<file path="src/rtl/image_median_filter_core_assert.svh">
// Assertion macros for the median filter RTL.
`ifndef IMAGE_MEDIAN_FILTER_CORE_ASSERT_SVH
`define IMAGE_MEDIAN_FILTER_CORE_ASSERT_SVH

// Condition must hold in the same cycle as the trigger.
`define IMF_ASSERT_IMP(lbl, ante, cons, msg) \
	lbl: assert property (@(posedge clk) disable iff (!arst_n) (ante) |-> (cons)) \
		else $error(msg);

// Condition must hold in the cycle after the trigger.
`define IMF_ASSERT_NXT(lbl, ante, cons, msg) \
	lbl: assert property (@(posedge clk) disable iff (!arst_n) (ante) |=> (cons)) \
		else $error(msg);

`endif

</file>
<file path="src/rtl/imf_pkg.sv">
// Shared types and constants of the median filter.
`default_nettype none

package imf_pkg;

	localparam int DIM_W    = 11;
	localparam int KW       = 3;
	localparam int CHN_W    = 3;
	localparam int CIDX_W   = 3;
	localparam int CDATA_W  = 11;
	localparam int SAMPLE_W = 16;
	localparam int POS_W    = 2 * DIM_W + CHN_W;
	localparam int HALF_W   = 3;
	localparam int SLOT_W   = 4;
	localparam int QDEPTH   = 4;
	localparam int QPTR_W   = 2;
	localparam int QCNT_W   = 3;
	localparam int OUTS_W   = 3;
	localparam int SETTLE_W = 2;

	localparam logic [SETTLE_W-1:0] SETTLE_CYCLES = 2'd2;
	localparam logic                OP_SAMPLE     = 1'b0;

	typedef enum logic [CIDX_W-1:0] {
		REG_FRAME_WIDTH   = 3'd0,
		REG_FRAME_HEIGHT  = 3'd1,
		REG_WINDOW_SIZE   = 3'd2,
		REG_CHANNEL_COUNT = 3'd3,
		REG_SAMPLE_SIGNED = 3'd4
	} cfg_reg_t;

	typedef struct packed {
		logic [DIM_W-1:0]  w;
		logic [DIM_W-1:0]  h;
		logic [HALF_W-1:0] half;
		logic              sgn;
	} geom_t;

	typedef struct packed {
		logic [CHN_W-1:0]  ch;
		logic [DIM_W-1:0]  x;
		logic [DIM_W-1:0]  y;
		logic [SLOT_W-1:0] slot;
		logic              eof;
	} job_t;

	typedef struct packed {
		logic                en;
		logic [SLOT_W-1:0]   slot;
		logic [DIM_W-1:0]    x;
		logic [CHN_W-1:0]    ch;
		logic [SAMPLE_W-1:0] data;
	} store_wr_t;

	typedef struct packed {
		logic              wr_en;
		logic              push;
		logic [OUTS_W-1:0] outstanding;
	} front_stat_t;

	typedef struct packed {
		logic pop;
		logic gather_done;
	} back_stat_t;

endpackage

`default_nettype wire

</file>
<file path="src/rtl/imf_queue.sv">
// Short job queue between the front and the back of the median filter.
`default_nettype none

module imf_queue (
	input  wire             clk,
	input  wire             arst_n,
	input  wire             push,
	input  imf_pkg::job_t   push_job,
	output logic            full,
	input  wire             pop,
	output logic            empty,
	output imf_pkg::job_t   head_job
);

	imf_pkg::job_t                   slot_q [imf_pkg::QDEPTH];
	logic [imf_pkg::QPTR_W-1:0]      wptr_q;
	logic [imf_pkg::QPTR_W-1:0]      rptr_q;
	logic [imf_pkg::QCNT_W-1:0]      count_q;

	assign full     = (count_q == imf_pkg::QCNT_W'(imf_pkg::QDEPTH));
	assign empty    = (count_q == '0);
	assign head_job = slot_q[rptr_q];

	// Store the pushed job.
	always_ff @(posedge clk) begin
		if (push) begin
			slot_q[wptr_q] <= push_job;
		end
	end

	// Advance pointers and fill count.
	always_ff @(posedge clk or negedge arst_n) begin
		if (!arst_n) begin
			wptr_q  <= '0;
			rptr_q  <= '0;
			count_q <= '0;
		end else begin
			if (push) begin
				wptr_q <= wptr_q + 1'b1;
			end
			if (pop) begin
				rptr_q <= rptr_q + 1'b1;
			end
			case ({push, pop})
				2'b10:   count_q <= count_q + 1'b1;
				2'b01:   count_q <= count_q - 1'b1;
				default: count_q <= count_q;
			endcase
		end
	end

endmodule

`default_nettype wire

</file>
<file path="config.mk">
export PLATFORM = sky130hd
export DESIGN_NAME = imf_queue
export DESIGN_NICKNAME = d
export VERILOG_FILES = /design/src/rtl/image_median_filter_core_assert.svh /design/src/rtl/imf_pkg.sv /design/src/rtl/imf_queue.sv
export SDC_FILE = /design/constraint.sdc
export NUM_CORES = 1
export LEC_CHECK = 0
export BUFFER_PORTS_ARGS = -buffer_cell sky130_fd_sc_hd__buf_2
export CAP_MARGIN = 20
export CORE_ASPECT_RATIO = 0.7
export CORE_MARGIN = 2
export CORE_UTILIZATION = 51
export DETAILED_ROUTE_END_ITERATION = 8
export PLACE_DENSITY = 0.75
export SYNTH_ARGS = -nofsm -noshare
export SYNTH_HDL_FRONTEND = slang
export SYNTH_SLANG_ARGS = --single-unit
</file>
<file path="constraint.sdc">
create_clock -name clk -period 2 [get_ports clk]
set_clock_uncertainty 0.2 [all_clocks]
set_input_delay 0.4 -clock clk [delete_from_list [all_inputs] [get_ports clk]]
set_output_delay 0.4 -clock clk [all_outputs]
set_load 0.005 [all_outputs]
</file>
==> impl_metrics.prom, run 1 <==
# TYPE chip_impl_metric gauge
chip_impl_metric{name="synth_to_layout_area_growth",unit="%"} 28.5
chip_impl_metric{name="ir_drop",unit="mV"} 1.39
chip_impl_info{name="result_of_the_run",value="finished, violations left"} 1
chip_impl_metric{name="wl",unit="mm"} 8.14
chip_impl_info{name="commonest_non_fill_non_tap_cells_in_the_layout",value="120 x sky130_fd_sc_hd__edfxtp_1, 65 x sky130_fd_sc_hd__buf_2, 30 x sky130_fd_sc_hd__mux4_2, 17 x sky130_fd_sc_hd__clkbuf_16, 12 x sky130_fd_sc_hd__dlygate4sd3_1"} 1
chip_impl_metric{name="die_w",unit="um"} 120
chip_impl_metric{name="dp_hpwl",unit="mm"} 5.11
chip_impl_metric{name="drt-vias-per-instance",unit=""} 5.14
chip_impl_info{name="tritoncts",value="yes"} 1
chip_impl_metric{name="post-route-cell-area",unit="um2"} 6120
chip_impl_metric{name="n_fill_cell",unit=""} 590
chip_impl_metric{name="via_count_of_the_first_global_routing_pass",unit=""} 2417
chip_impl_metric{name="area_share_of_the_largest_cell_type_after_synthesis",unit=""} 0.756
chip_impl_info{name="cts.root.buffer_cell",value="sky130_fd_sc_hd__clkbuf_16"} 1
chip_impl_metric{name="h-tree-depth",unit=""} 4
chip_impl_metric{name="placement.cell_area",unit="um2"} 5320
chip_impl_metric{name="largest_stage_delay_worst_path",unit="ns"} 0.50
chip_impl_metric{name="grt_remaining_overflow",unit=""} 0
chip_impl_metric{name="die_y_extent",unit="um"} 84.9
chip_impl_metric{name="worst_slew_pin_slew",unit="ns"} 0.311
chip_impl_metric{name="fin_crit_sh",unit=""} 1.16
chip_impl_metric{name="totalNegativeSetupSlack",unit="ns"} -8.67
chip_impl_metric{name="globalRouteTotalUtil",unit=""} 0.181
chip_impl_info{name="hold_class",value="input port to flop"} 1
chip_impl_metric{name="core",unit="um2"} 9070
chip_impl_metric{name="routabilityCongestion",unit=""} 0.714
chip_impl_metric{name="dr.first_iter.drc_count",unit=""} 131
chip_impl_metric{name="detail-route-antenna-nets",unit=""} 0
chip_impl_metric{name="layout-drive-gt1-share",unit=""} 0.475
chip_impl_metric{name="slew_headroom",unit=""} 0.793
chip_impl_metric{name="synthDistinctLibCells",unit=""} 18
chip_impl_info{name="timing.critical_path.from_type",value="flop"} 1
chip_impl_metric{name="finalNetCount",unit=""} 341
chip_impl_info{name="final_common_cell",value="sky130_fd_sc_hd__edfxtp_1"} 1
chip_impl_metric{name="final-setup-viol-count",unit=""} 30
chip_impl_metric{name="die_area",unit="um2"} 10100
chip_impl_metric{name="synth.yosys.seq_area_share",unit=""} 0.793
chip_impl_metric{name="timing.critical_path.arrival",unit="ns"} 1.72
chip_impl_metric{name="placementRows",unit=""} 29
chip_impl_info{name="cp_slowest_cell",value="sky130_fd_sc_hd__mux4_2"} 1
chip_impl_metric{name="total_inserted_antenna_cells",unit=""} 0
chip_impl_metric{name="finalHoldViolations",unit=""} 0
chip_impl_metric{name="power_density",unit="nW/um2"} 1530
chip_impl_metric{name="synth_seq_cells",unit=""} 127
chip_impl_metric{name="port_buffers",unit=""} 65
chip_impl_metric{name="wl_per_cell",unit="um"} 18.6
chip_impl_info{name="end_kind",value="primary output"} 1
chip_impl_info{name="synth_area_leaders",value="sky130_fd_sc_hd__edfxtp_1 76%, sky130_fd_sc_hd__mux4_2 13%, sky130_fd_sc_hd__dfrtp_1 3.7%"} 1
chip_impl_metric{name="drcViolationCount",unit=""} 0
chip_impl_metric{name="finalWorstSetupSlack",unit="ns"} -0.323
chip_impl_metric{name="fmaxAchievable",unit="GHz"} 0.430
chip_impl_metric{name="largest_net_degree_at_the_start_of_global_routing",unit=""} 20
chip_impl_metric{name="netlist_instances",unit=""} 194
chip_impl_metric{name="grt_antenna_before_repair",unit=""} 0
chip_impl_metric{name="clk_buf_depth",unit=""} 2
chip_impl_metric{name="crit_path_max_fanout",unit=""} 4
chip_impl_metric{name="cp_data_required_time",unit="ns"} 1.40
chip_impl_metric{name="final-max-slew-violation-count",unit=""} 0
chip_impl_metric{name="numPlacedInstances",unit=""} 389
chip_impl_metric{name="syn-cell-area",unit="um2"} 4770
chip_impl_metric{name="synth_area_per_cell",unit="um2"} 24.6
chip_impl_metric{name="latest_clock_arrival_within_the_worst_skew_pair",unit="ns"} 0.40
chip_impl_metric{name="clk_pin_slew",unit="ns"} 0.05
chip_impl_info{name="crit_chain",value="buf_4 > buf_16 > mux4_2 > buf_2"} 1
chip_impl_metric{name="via_count",unit=""} 2253
chip_impl_metric{name="tritoncts.num_buffers",unit=""} 17
chip_impl_metric{name="boundaryPins",unit=""} 66
chip_impl_metric{name="yosysWarningCount",unit=""} 0
chip_impl_metric{name="cts_num_sinks",unit=""} 127
chip_impl_info{name="failed_checks",value="negative setup slack"} 1
chip_impl_metric{name="fin_cells",unit=""} 438
chip_impl_metric{name="grt_pass1_wl",unit="mm"} 13.1
chip_impl_metric{name="p_leak",unit="nW"} 2.24
chip_impl_info{name="synthDominantAreaCellType",value="sky130_fd_sc_hd__edfxtp_1"} 1
chip_impl_metric{name="drt_pass_1_iters",unit=""} 5
chip_impl_info{name="path_type_of_the_worst_setup_path",value="flop to primary output"} 1
chip_impl_metric{name="max_cap_violations",unit=""} 0
chip_impl_info{name="rsz0062_at_grt",value="true"} 1
chip_impl_metric{name="synth_nets",unit=""} 234
chip_impl_metric{name="post-route-min-period",unit="ns"} 2.32
chip_impl_metric{name="floorplan.initialDensity",unit=""} 0.526
-- state kept, by name, summed over array words and instances, names as in the netlist --
name,cells
slot_q,120
count_q,3
rptr_q,2
wptr_q,2
-- kinds of logic (layout without fill, tap and decap cells) --
family / count (synthesis) / count (layout) / synth area share
adder cells (fa/ha/maj): 6 / 6 / 0.0173
buffers and inverters: 13 / 133 / 0.0228
AO/OA/AOI/OAI: 2 / 2 / 0.00210
flip-flops: 127 / 127 / 0.793
AND/OR/NAND/NOR: 10 / 10 / 0.0108
multiplexers: 30 / 30 / 0.143
XOR/XNOR: 6 / 6 / 0.0110
-- cells in the mapped netlist --
cell type / count
sky130_fd_sc_hd__edfxtp_1: 120
sky130_fd_sc_hd__mux4_2: 28
sky130_fd_sc_hd__dfrtp_1: 7
sky130_fd_sc_hd__inv_1: 6
sky130_fd_sc_hd__ha_1: 5
sky130_fd_sc_hd__and2_1: 4
sky130_fd_sc_hd__xor2_1: 4
sky130_fd_sc_hd__buf_12: 3
sky130_fd_sc_hd__buf_2: 3
sky130_fd_sc_hd__nand2_1: 3
sky130_fd_sc_hd__mux4_1: 2
sky130_fd_sc_hd__o21ai_0: 2
sky130_fd_sc_hd__xnor2_1: 2
sky130_fd_sc_hd__and3_1: 1
sky130_fd_sc_hd__buf_6: 1
sky130_fd_sc_hd__fa_1: 1
sky130_fd_sc_hd__nor2_1: 1
sky130_fd_sc_hd__nor3_1: 1
-- stage by stage --
step / worst slack [ns] / power, mW / hold WS, ns / util
finish: -0.323 / 9.35 / 0.0136 / 0.675
global route: -0.399 / 9.80 / 0.00405 / 0.675
CTS: -0.359 / 9.58 / 0.000888 / 0.679
detailed placement: 0.0683 / 6.07 / 0.0487 / 0.586
global placement: 0.0880 / 6.01 / 0.0487 / 0.586
floorplan: 0.0450 / 5.17 / -0.0956 / -
-- layer usage --
| metal | GRT usage | vias to the layer above | share of wire |
|---|---|---|---|
| met4 | 0.0674 | 0 | 0.010 |
| met5 | 0 | - | 0 |
| met3 | 0.0679 | 6 | 0.064 |
| li1 | - | 1021 | - |
| met2 | 0.274 | 84 | 0.48 |
| met1 | 0.246 | 1142 | 0.45 |
-- layout make-up --
cell class	instances	area (um2)	share of cell area
sequential	127	3780	0.617
inverter	6	22.5	0.00368
clock buffer	21	470	0.0768
tap	124	155	0.0253
timing repair buffer	95	657	0.107
multi-input combinational	54	877	0.143
clock inverter	11	161	0.0264
-- critical path, delay by kind of cell (launching register included) --
| family | cells | cell delay [ns] |
|---|---|---|
| buf+inv | 3 | 0.40 |
| mux | 1 | 0.50 |
| flops | 1 | 0.42 |
-- final timing paths --
path | from | end | slack [ns] | cells after the start
setup / recovery | rptr_q[0] | head_job[7] | -0.32 | 4
hold / removal | push_job[23] | slot_q[0][23] | 0.01 | 1
setup reg to reg | wptr_q[0] | slot_q[0][6] | 0.35 | 4
hold reg to reg | count_q[2] | count_q[2] | 0.29 | 1
max in group asynchronous | arst_n | rptr_q[0] | 1.26 | 2
min in group asynchronous | arst_n | count_q[2] | 0.16 | 2
-- power by group --
part	internal, mW	switching (mW)
logic	1.36	1.12
clock network	2.17	1.02
registers	3.50	0.171
-- what timing repair did --
item                                    in CTS  in global routing
endpoints found under the setup margin      30                 30
buffers inserted                             5                  0
hold buffers                                12                  0
endpoints found under the hold margin       47                  0
resized for setup                            7                  2
cloned                                       2                  0
(Power assumes the default switching activity.)
==> run 2: changes to the inputs <==
--- a/config.mk
+++ b/config.mk
@@ -15,3 +15,4 @@
 export SYNTH_ARGS = -nofsm -noshare
 export SYNTH_HDL_FRONTEND = slang
 export SYNTH_SLANG_ARGS = --single-unit
+export TNS_END_PERCENT = 5
==> run 2 against run 1 <==
- the run still ends with negative setup slack left
- via count about the same
- final cell count unchanged
- worst setup slack worse by 0.024 ns
- flip-flop and latch count unchanged
- clock-buffer cell count is the same
- largest power group unchanged
- sequential power hardly changed
- wire length increased by 0.90%
- register-to-register slack is essentially flat
- utilization rose by 0.34 points
- combinational power rose by 4%
- hold slack lost 0.0029 ns
- maximum frequency shrank 1.0%
==> impl_metrics.prom, run 2 (same netlist as run 1, synthesis figures left out) <==
# TYPE chip_impl_metric gauge
chip_impl_info{name="hold_class",value="input port to flop"} 1
chip_impl_metric{name="clk_pin_slew",unit="ns"} 0.05
chip_impl_metric{name="clk_buf_depth",unit=""} 2
chip_impl_metric{name="latest_clock_arrival_within_the_worst_skew_pair",unit="ns"} 0.40
chip_impl_metric{name="final-setup-viol-count",unit=""} 30
chip_impl_metric{name="post-route-min-period",unit="ns"} 2.35
chip_impl_metric{name="grt_pass1_wl",unit="mm"} 13.1
chip_impl_metric{name="port_buffers",unit=""} 65
chip_impl_metric{name="grt_remaining_overflow",unit=""} 0
chip_impl_info{name="rsz0062_at_grt",value="true"} 1
chip_impl_metric{name="r2r_slack",unit="ns"} 0.34
chip_impl_metric{name="synth_to_layout_area_growth",unit="%"} 29.1
chip_impl_metric{name="drt_pass_1_iters",unit=""} 5
chip_impl_metric{name="largest_net_degree_at_the_start_of_global_routing",unit=""} 20
chip_impl_metric{name="floorplan.initialDensity",unit=""} 0.526
chip_impl_metric{name="tritoncts.num_buffers",unit=""} 17
chip_impl_metric{name="crit_path_max_fanout",unit=""} 4
chip_impl_info{name="end_kind",value="primary output"} 1
chip_impl_metric{name="finalWorstSetupSlack",unit="ns"} -0.347
chip_impl_info{name="path_type_of_the_worst_setup_path",value="flop to primary output"} 1
chip_impl_info{name="failed_checks",value="negative setup slack"} 1
chip_impl_metric{name="die_area",unit="um2"} 10100
chip_impl_metric{name="grt_antenna_before_repair",unit=""} 0
chip_impl_metric{name="grt_use_met2",unit=""} 0.273
chip_impl_metric{name="timing.critical_path.arrival",unit="ns"} 1.75
chip_impl_info{name="commonest_non_fill_non_tap_cells_in_the_layout",value="120 x sky130_fd_sc_hd__edfxtp_1, 64 x sky130_fd_sc_hd__buf_2, 30 x sky130_fd_sc_hd__mux4_2, 17 x sky130_fd_sc_hd__clkbuf_16, 12 x sky130_fd_sc_hd__dlygate4sd3_1"} 1
chip_impl_metric{name="p_leak",unit="nW"} 2.26
chip_impl_metric{name="core",unit="um2"} 9070
chip_impl_metric{name="finalHoldViolations",unit=""} 0
chip_impl_info{name="layer_carrying_the_most_global_route_usage",value="met2"} 1
chip_impl_info{name="final_common_cell",value="sky130_fd_sc_hd__edfxtp_1"} 1
chip_impl_metric{name="total_inserted_antenna_cells",unit=""} 0
chip_impl_metric{name="worst_slew_pin_slew",unit="ns"} 0.317
chip_impl_metric{name="die_w",unit="um"} 120
chip_impl_info{name="timing.critical_path.from_type",value="flop"} 1
chip_impl_metric{name="via_count_of_the_first_global_routing_pass",unit=""} 2411
chip_impl_metric{name="finalNetCount",unit=""} 341
chip_impl_metric{name="fin_crit_sh",unit=""} 1.17
chip_impl_metric{name="drt-vias-per-instance",unit=""} 5.14
chip_impl_metric{name="post-route-cell-area",unit="um2"} 6150
chip_impl_metric{name="dp_hpwl",unit="mm"} 5.11
chip_impl_metric{name="gr-usage-met3",unit=""} 0.0679
chip_impl_metric{name="fmaxAchievable",unit="GHz"} 0.426
chip_impl_metric{name="max_reg_flops",unit=""} 120
chip_impl_metric{name="via_count",unit=""} 2251
chip_impl_metric{name="finalPower",unit="mW"} 9.44
chip_impl_metric{name="wl_per_cell",unit="um"} 18.8
chip_impl_metric{name="final_core_utilization",unit=""} 0.678
chip_impl_metric{name="reg2reg_depth",unit=""} 4
chip_impl_metric{name="globalRouteTotalUtil",unit=""} 0.181
chip_impl_info{name="largest_register",value="slot_q"} 1
chip_impl_metric{name="placement.cell_area",unit="um2"} 5320
chip_impl_metric{name="final-max-slew-violation-count",unit=""} 0
chip_impl_metric{name="cp_data_required_time",unit="ns"} 1.40
chip_impl_metric{name="wl",unit="mm"} 8.22
chip_impl_metric{name="grt_use_met1",unit=""} 0.246
chip_impl_metric{name="boundaryPins",unit=""} 66
chip_impl_metric{name="placementRows",unit=""} 29
chip_impl_metric{name="cts_num_sinks",unit=""} 127
chip_impl_metric{name="h-tree-depth",unit=""} 4
chip_impl_info{name="top_regs",value="slot_q x120, count_q x3"} 1
chip_impl_info{name="cts.root.buffer_cell",value="sky130_fd_sc_hd__clkbuf_16"} 1
chip_impl_metric{name="routabilityCongestion",unit=""} 0.714
chip_impl_info{name="tritoncts",value="yes"} 1
chip_impl_metric{name="layout-drive-gt1-share",unit=""} 0.475
chip_impl_metric{name="ir_drop",unit="mV"} 1.39
chip_impl_metric{name="max_cap_violations",unit=""} 0
chip_impl_metric{name="slew_headroom",unit=""} 0.789
chip_impl_metric{name="drcViolationCount",unit=""} 0
chip_impl_info{name="result_of_the_run",value="finished, violations left"} 1
chip_impl_metric{name="dr.first_iter.drc_count",unit=""} 126
chip_impl_metric{name="worst_hold_path.num_cells",unit=""} 1
chip_impl_metric{name="detail-route-antenna-nets",unit=""} 0
chip_impl_metric{name="die_y_extent",unit="um"} 84.9
chip_impl_metric{name="power_density",unit="nW/um2"} 1530
## run 2: per-layer routing
metal  vias to the layer above  share of wire
li1                       1023              -
met1                      1151           0.45
met2                        72           0.48
met3                         5          0.055
met4                         0          0.010
met5                         -              0
## run 2: final timing paths
path / start / end
setup / recovery: rptr_q[0] / head_job[7]
hold / removal: push_job[23] / slot_q[0][23]
min in group asynchronous: arst_n / count_q[2]
max in group asynchronous: arst_n / rptr_q[0]
hold reg to reg: count_q[2] / count_q[2]
setup reg to reg: wptr_q[0] / slot_q[0][6]
## run 2: area by class of cell
class,instances,area [um2]
well taps,124,155
clock buffers,21,470
flip-flops and latches,127,3780
multi-input cells,54,877
fillers,584,2920
clock inverters,11,161
repair buffers,95,688
inverters,6,22.5
## run 2: stage by stage
step | hold slack (ns) | worst slack, ns | setup TNS (ns) | instances
floorplan | -0.0956 | 0.0450 | 0 | 194
global placement | 0.0487 | 0.0880 | 0 | 389
detailed placement | 0.0487 | 0.0683 | 0 | 389
CTS | 0.000888 | -0.364 | -10.18 | 439
global route | 0.00405 | -0.404 | -11.38 | 438
finish | 0.0107 | -0.347 | -9.37 | 438
## run 2: power by group
| group | total (mW) | switching (mW) | internal (mW) |
|---|---|---|---|
| Clock | 3.20 | 1.03 | 2.17 |
| Sequential | 3.67 | 0.172 | 3.50 |
| Combinational | 2.57 | 1.14 | 1.44 |
## run 2: critical path, stage by stage (launching register included)
cell                        delay (ns)
sky130_fd_sc_hd__dfrtp_2          0.42
sky130_fd_sc_hd__bufbuf_16        0.28
sky130_fd_sc_hd__mux4_2           0.50
sky130_fd_sc_hd__buf_2            0.14
## run 2: what timing repair did
item | in CTS | in global routing
buffers inserted | 4 | 0
cloned | 2 | 0
hold buffers | 12 | 0
hold endpoints to repair | 47 | 0
resized for setup | 6 | 3
setup endpoints to repair | 30 | 30
==> run 3: changes to the inputs <==
--- a/config.mk
+++ b/config.mk
@@ -5,13 +5,14 @@
 export SDC_FILE = /design/constraint.sdc
 export NUM_CORES = 1
 export LEC_CHECK = 0
+export ABC_AREA = 1
 export BUFFER_PORTS_ARGS = -buffer_cell sky130_fd_sc_hd__buf_2
 export CAP_MARGIN = 20
 export CORE_ASPECT_RATIO = 0.7
 export CORE_MARGIN = 2
-export CORE_UTILIZATION = 51
+export CORE_UTILIZATION = 52
 export DETAILED_ROUTE_END_ITERATION = 8
-export PLACE_DENSITY = 0.75
+export PLACE_DENSITY = 0.76
 export SYNTH_ARGS = -nofsm -noshare
 export SYNTH_HDL_FRONTEND = slang
 export SYNTH_SLANG_ARGS = --single-unit
==> run 3 against run 2 <==
- the run still ends with negative setup slack left
- worst setup slack better by 0.18 ns
- non-clock buffer count up 2
- maximum frequency up 8.4%
- clock power down 8.4%
- first-iteration DRC count up 13%
- sequential power about the same
- utilization down 0.95 points
- combinational power up 17%
- register-to-register slack worse by 0.03 ns
- clock-buffer cell count down 1
- critical endpoint is now head_job[11]
- highest routed layer unchanged
==> impl_metrics.prom, run 3 <==
# TYPE chip_impl_metric gauge
chip_impl_metric{name="power_density",unit="nW/um2"} 1480
chip_impl_info{name="tritoncts",value="yes"} 1
chip_impl_metric{name="synth_nets",unit=""} 439
chip_impl_metric{name="h-tree-depth",unit=""} 4
chip_impl_metric{name="finalHoldViolations",unit=""} 0
chip_impl_metric{name="grt_remaining_overflow",unit=""} 0
chip_impl_metric{name="r2r_slack",unit="ns"} 0.31
chip_impl_metric{name="synth_to_layout_area_growth",unit="%"} 24.3
chip_impl_metric{name="dp_worst_setup_slack",unit="ns"} 0.168
chip_impl_metric{name="wl_per_cell",unit="um"} 15.0
chip_impl_metric{name="die_y_extent",unit="um"} 88.1
chip_impl_metric{name="ir_drop",unit="mV"} 0.855
chip_impl_metric{name="finalNetCount",unit=""} 534
chip_impl_metric{name="via_count_of_the_first_global_routing_pass",unit=""} 2967
chip_impl_metric{name="finalWorstSetupSlack",unit="ns"} -0.165
chip_impl_metric{name="dp_hpwl",unit="mm"} 5.51
chip_impl_metric{name="area_share_of_the_largest_cell_type_after_synthesis",unit=""} 0.686
chip_impl_info{name="end_kind",value="primary output"} 1
chip_impl_metric{name="timing.critical_path.arrival",unit="ns"} 1.56
chip_impl_metric{name="fin_cells",unit=""} 634
chip_impl_info{name="synth_area_leaders",value="sky130_fd_sc_hd__edfxtp_1 69%, sky130_fd_sc_hd__nand2_1 7.2%, sky130_fd_sc_hd__o211ai_1 7.0%"} 1
chip_impl_metric{name="core",unit="um2"} 9760
chip_impl_metric{name="synth-edff-count",unit=""} 120
chip_impl_metric{name="tritoncts.num_buffers",unit=""} 17
chip_impl_metric{name="drt_pass_1_iters",unit=""} 5
chip_impl_metric{name="worst_slew_pin_slew",unit="ns"} 0.260
chip_impl_metric{name="totalNegativeSetupSlack",unit="ns"} -3.58
chip_impl_metric{name="yosysWarningCount",unit=""} 0
chip_impl_metric{name="fin_crit_sh",unit=""} 1.08
chip_impl_info{name="top_regs",value="slot_q x120, count_q x3"} 1
chip_impl_metric{name="synth.yosys.seq_area_share",unit=""} 0.719
chip_impl_metric{name="port_buffers",unit=""} 65
chip_impl_metric{name="latest_clock_arrival_within_the_worst_skew_pair",unit="ns"} 0.41
chip_impl_metric{name="via_count",unit=""} 3156
chip_impl_metric{name="drt-vias-per-instance",unit=""} 4.98
chip_impl_info{name="synth.cells.most_frequent",value="120 x sky130_fd_sc_hd__edfxtp_1, 101 x sky130_fd_sc_hd__nand2_1, 73 x sky130_fd_sc_hd__inv_1, 49 x sky130_fd_sc_hd__o211ai_1, 11 x sky130_fd_sc_hd__o211ai_2"} 1
chip_impl_metric{name="grt_pass1_wl",unit="mm"} 14.9
chip_impl_metric{name="cp_data_required_time",unit="ns"} 1.40
chip_impl_metric{name="floorplan.initialDensity",unit=""} 0.538
chip_impl_metric{name="netlist_instances",unit=""} 399
chip_impl_metric{name="ys_async_sr_fraction",unit=""} 0.0551
chip_impl_metric{name="grt_antenna_before_repair",unit=""} 0
chip_impl_metric{name="final-setup-viol-count",unit=""} 30
chip_impl_metric{name="post-route-min-period",unit="ns"} 2.16
chip_impl_metric{name="largest_net_degree_at_the_start_of_global_routing",unit=""} 49
chip_impl_metric{name="slew_headroom",unit=""} 0.826
chip_impl_metric{name="die_w",unit="um"} 124
chip_impl_metric{name="cts_num_sinks",unit=""} 127
chip_impl_metric{name="clk_buf_depth",unit=""} 2
chip_impl_info{name="largest_register",value="slot_q"} 1
chip_impl_metric{name="syn-cell-area",unit="um2"} 5250
chip_impl_info{name="ys.flop_type",value="sky130_fd_sc_hd__edfxtp_1"} 1
chip_impl_info{name="result_of_the_run",value="finished, violations left"} 1
chip_impl_info{name="failed_checks",value="negative setup slack"} 1
chip_impl_metric{name="max_reg_flops",unit=""} 120
chip_impl_metric{name="dr.first_iter.drc_count",unit=""} 143
chip_impl_info{name="commonest_non_fill_non_tap_cells_in_the_layout",value="120 x sky130_fd_sc_hd__edfxtp_1, 101 x sky130_fd_sc_hd__nand2_1, 73 x sky130_fd_sc_hd__inv_1, 65 x sky130_fd_sc_hd__buf_2, 49 x sky130_fd_sc_hd__o211ai_1"} 1
chip_impl_info{name="synthDominantAreaCellType",value="sky130_fd_sc_hd__edfxtp_1"} 1
chip_impl_metric{name="final_core_utilization",unit=""} 0.669
chip_impl_metric{name="p_leak",unit="nW"} 2.72
chip_impl_metric{name="layout-drive-gt1-share",unit=""} 0.221
chip_impl_metric{name="die_area",unit="um2"} 10900
chip_impl_metric{name="crit_path_max_fanout",unit=""} 48
chip_impl_metric{name="post_cts_setup_buffer_count",unit=""} 0
chip_impl_info{name="hold_class",value="input port to flop"} 1
chip_impl_info{name="path_type_of_the_worst_setup_path",value="flop to primary output"} 1
chip_impl_metric{name="globalRouteTotalUtil",unit=""} 0.191
chip_impl_metric{name="routabilityCongestion",unit=""} 0.712
chip_impl_metric{name="max_cap_violations",unit=""} 0
chip_impl_metric{name="numPlacedInstances",unit=""} 583
chip_impl_metric{name="holdWs",unit="ns"} 0.0123
chip_impl_metric{name="total_inserted_antenna_cells",unit=""} 0
chip_impl_metric{name="placementRows",unit=""} 30
chip_impl_info{name="yosysMostFrequentCell",value="sky130_fd_sc_hd__edfxtp_1"} 1
chip_impl_metric{name="drcViolationCount",unit=""} 0
chip_impl_info{name="rsz0062_at_grt",value="true"} 1
chip_impl_metric{name="fmaxAchievable",unit="GHz"} 0.462
chip_impl_metric{name="detail-route-antenna-nets",unit=""} 0
chip_impl_info{name="timing.critical_path.from_type",value="flop"} 1
chip_impl_info{name="cts.root.buffer_cell",value="sky130_fd_sc_hd__clkbuf_16"} 1
chip_impl_metric{name="synth_area_per_cell",unit="um2"} 13.2
chip_impl_metric{name="final-max-slew-violation-count",unit=""} 0
chip_impl_info{name="final_common_cell",value="sky130_fd_sc_hd__edfxtp_1"} 1
chip_impl_metric{name="boundaryPins",unit=""} 66
chip_impl_metric{name="synth_seq_cells",unit=""} 127
chip_impl_metric{name="synthDistinctLibCells",unit=""} 19
chip_impl_metric{name="clk_pin_slew",unit="ns"} 0.05
chip_impl_metric{name="wl",unit="mm"} 9.50
## run 3: worst max-delay path, cell delays in order (launching register included)
cell                       delay (ns)
sky130_fd_sc_hd__dfrtp_4         0.52
sky130_fd_sc_hd__buf_12          0.20
sky130_fd_sc_hd__o211ai_1        0.20
sky130_fd_sc_hd__nand2_1         0.09
sky130_fd_sc_hd__buf_2           0.14
## run 3: per-stage QoR
step	cell area (um2)	power, mW
final	6530	9.64
after global routing	6530	10.2
after floorplan	5250	5.65
after global placement	5770	6.66
after CTS	6530	9.74
after detailed placement	5770	6.77
## run 3: power by group
group          switching, mW  leakage [nW]  internal [mW]  total [mW]
clock network           1.01         0.273           1.92        2.93
registers              0.193          1.18           3.50        3.70
logic                   1.77          1.27           1.24        3.01
total                   2.98          2.72           6.66        9.64
## run 3: final timing paths
check                           cells past startpoint         start             to
worst max-delay path                                4     rptr_q[0]   head_job[11]
worst min-delay path                                1  push_job[29]  slot_q[1][29]
worst max register to register                      5     wptr_q[0]  slot_q[0][11]
worst min register to register                      2    count_q[2]     count_q[2]
max in group asynchronous                           2        arst_n      rptr_q[0]
min in group asynchronous                           2        arst_n     count_q[2]
## run 3: area by class of cell
class | count | area [um2]
multi-input combinational | 177 | 1030
clock inverter | 11 | 123
clock buffer | 20 | 437
fill | 661 | 3230
tap | 128 | 160
timing repair buffer | 97 | 716
inverter | 74 | 278
sequential | 127 | 3780
## run 3: timing repair
action,CTS,global route
pin swaps,34,11
gates resized for setup,0,0
cloned,0,0
setup endpoints to repair,30,30
hold buffers,20,0
endpoints found under the hold margin,72,0
## run 3: cells by family after synthesis
| family | count (synthesis) | synth area share |
|---|---|---|
| flip-flops | 127 | 0.719 |
| adder cells (fa/ha/maj) | 6 | 0.0157 |
| buffers and inverters | 95 | 0.0838 |
| AO/OA/AOI/OAI | 62 | 0.0981 |
| XOR/XNOR | 4 | 0.00667 |
| AND/OR/NAND/NOR | 105 | 0.0762 |
## run 3: per-layer routing
| metal | vias to the layer above | track usage | part of all wire |
|---|---|---|---|
| li1 | 1563 | - | - |
| met1 | 1484 | 0.242 | 0.43 |
| met2 | 97 | 0.309 | 0.49 |
| met3 | 12 | 0.0514 | 0.069 |
| met4 | 0 | 0.0909 | 0.011 |
| met5 | - | 0 | 0 |
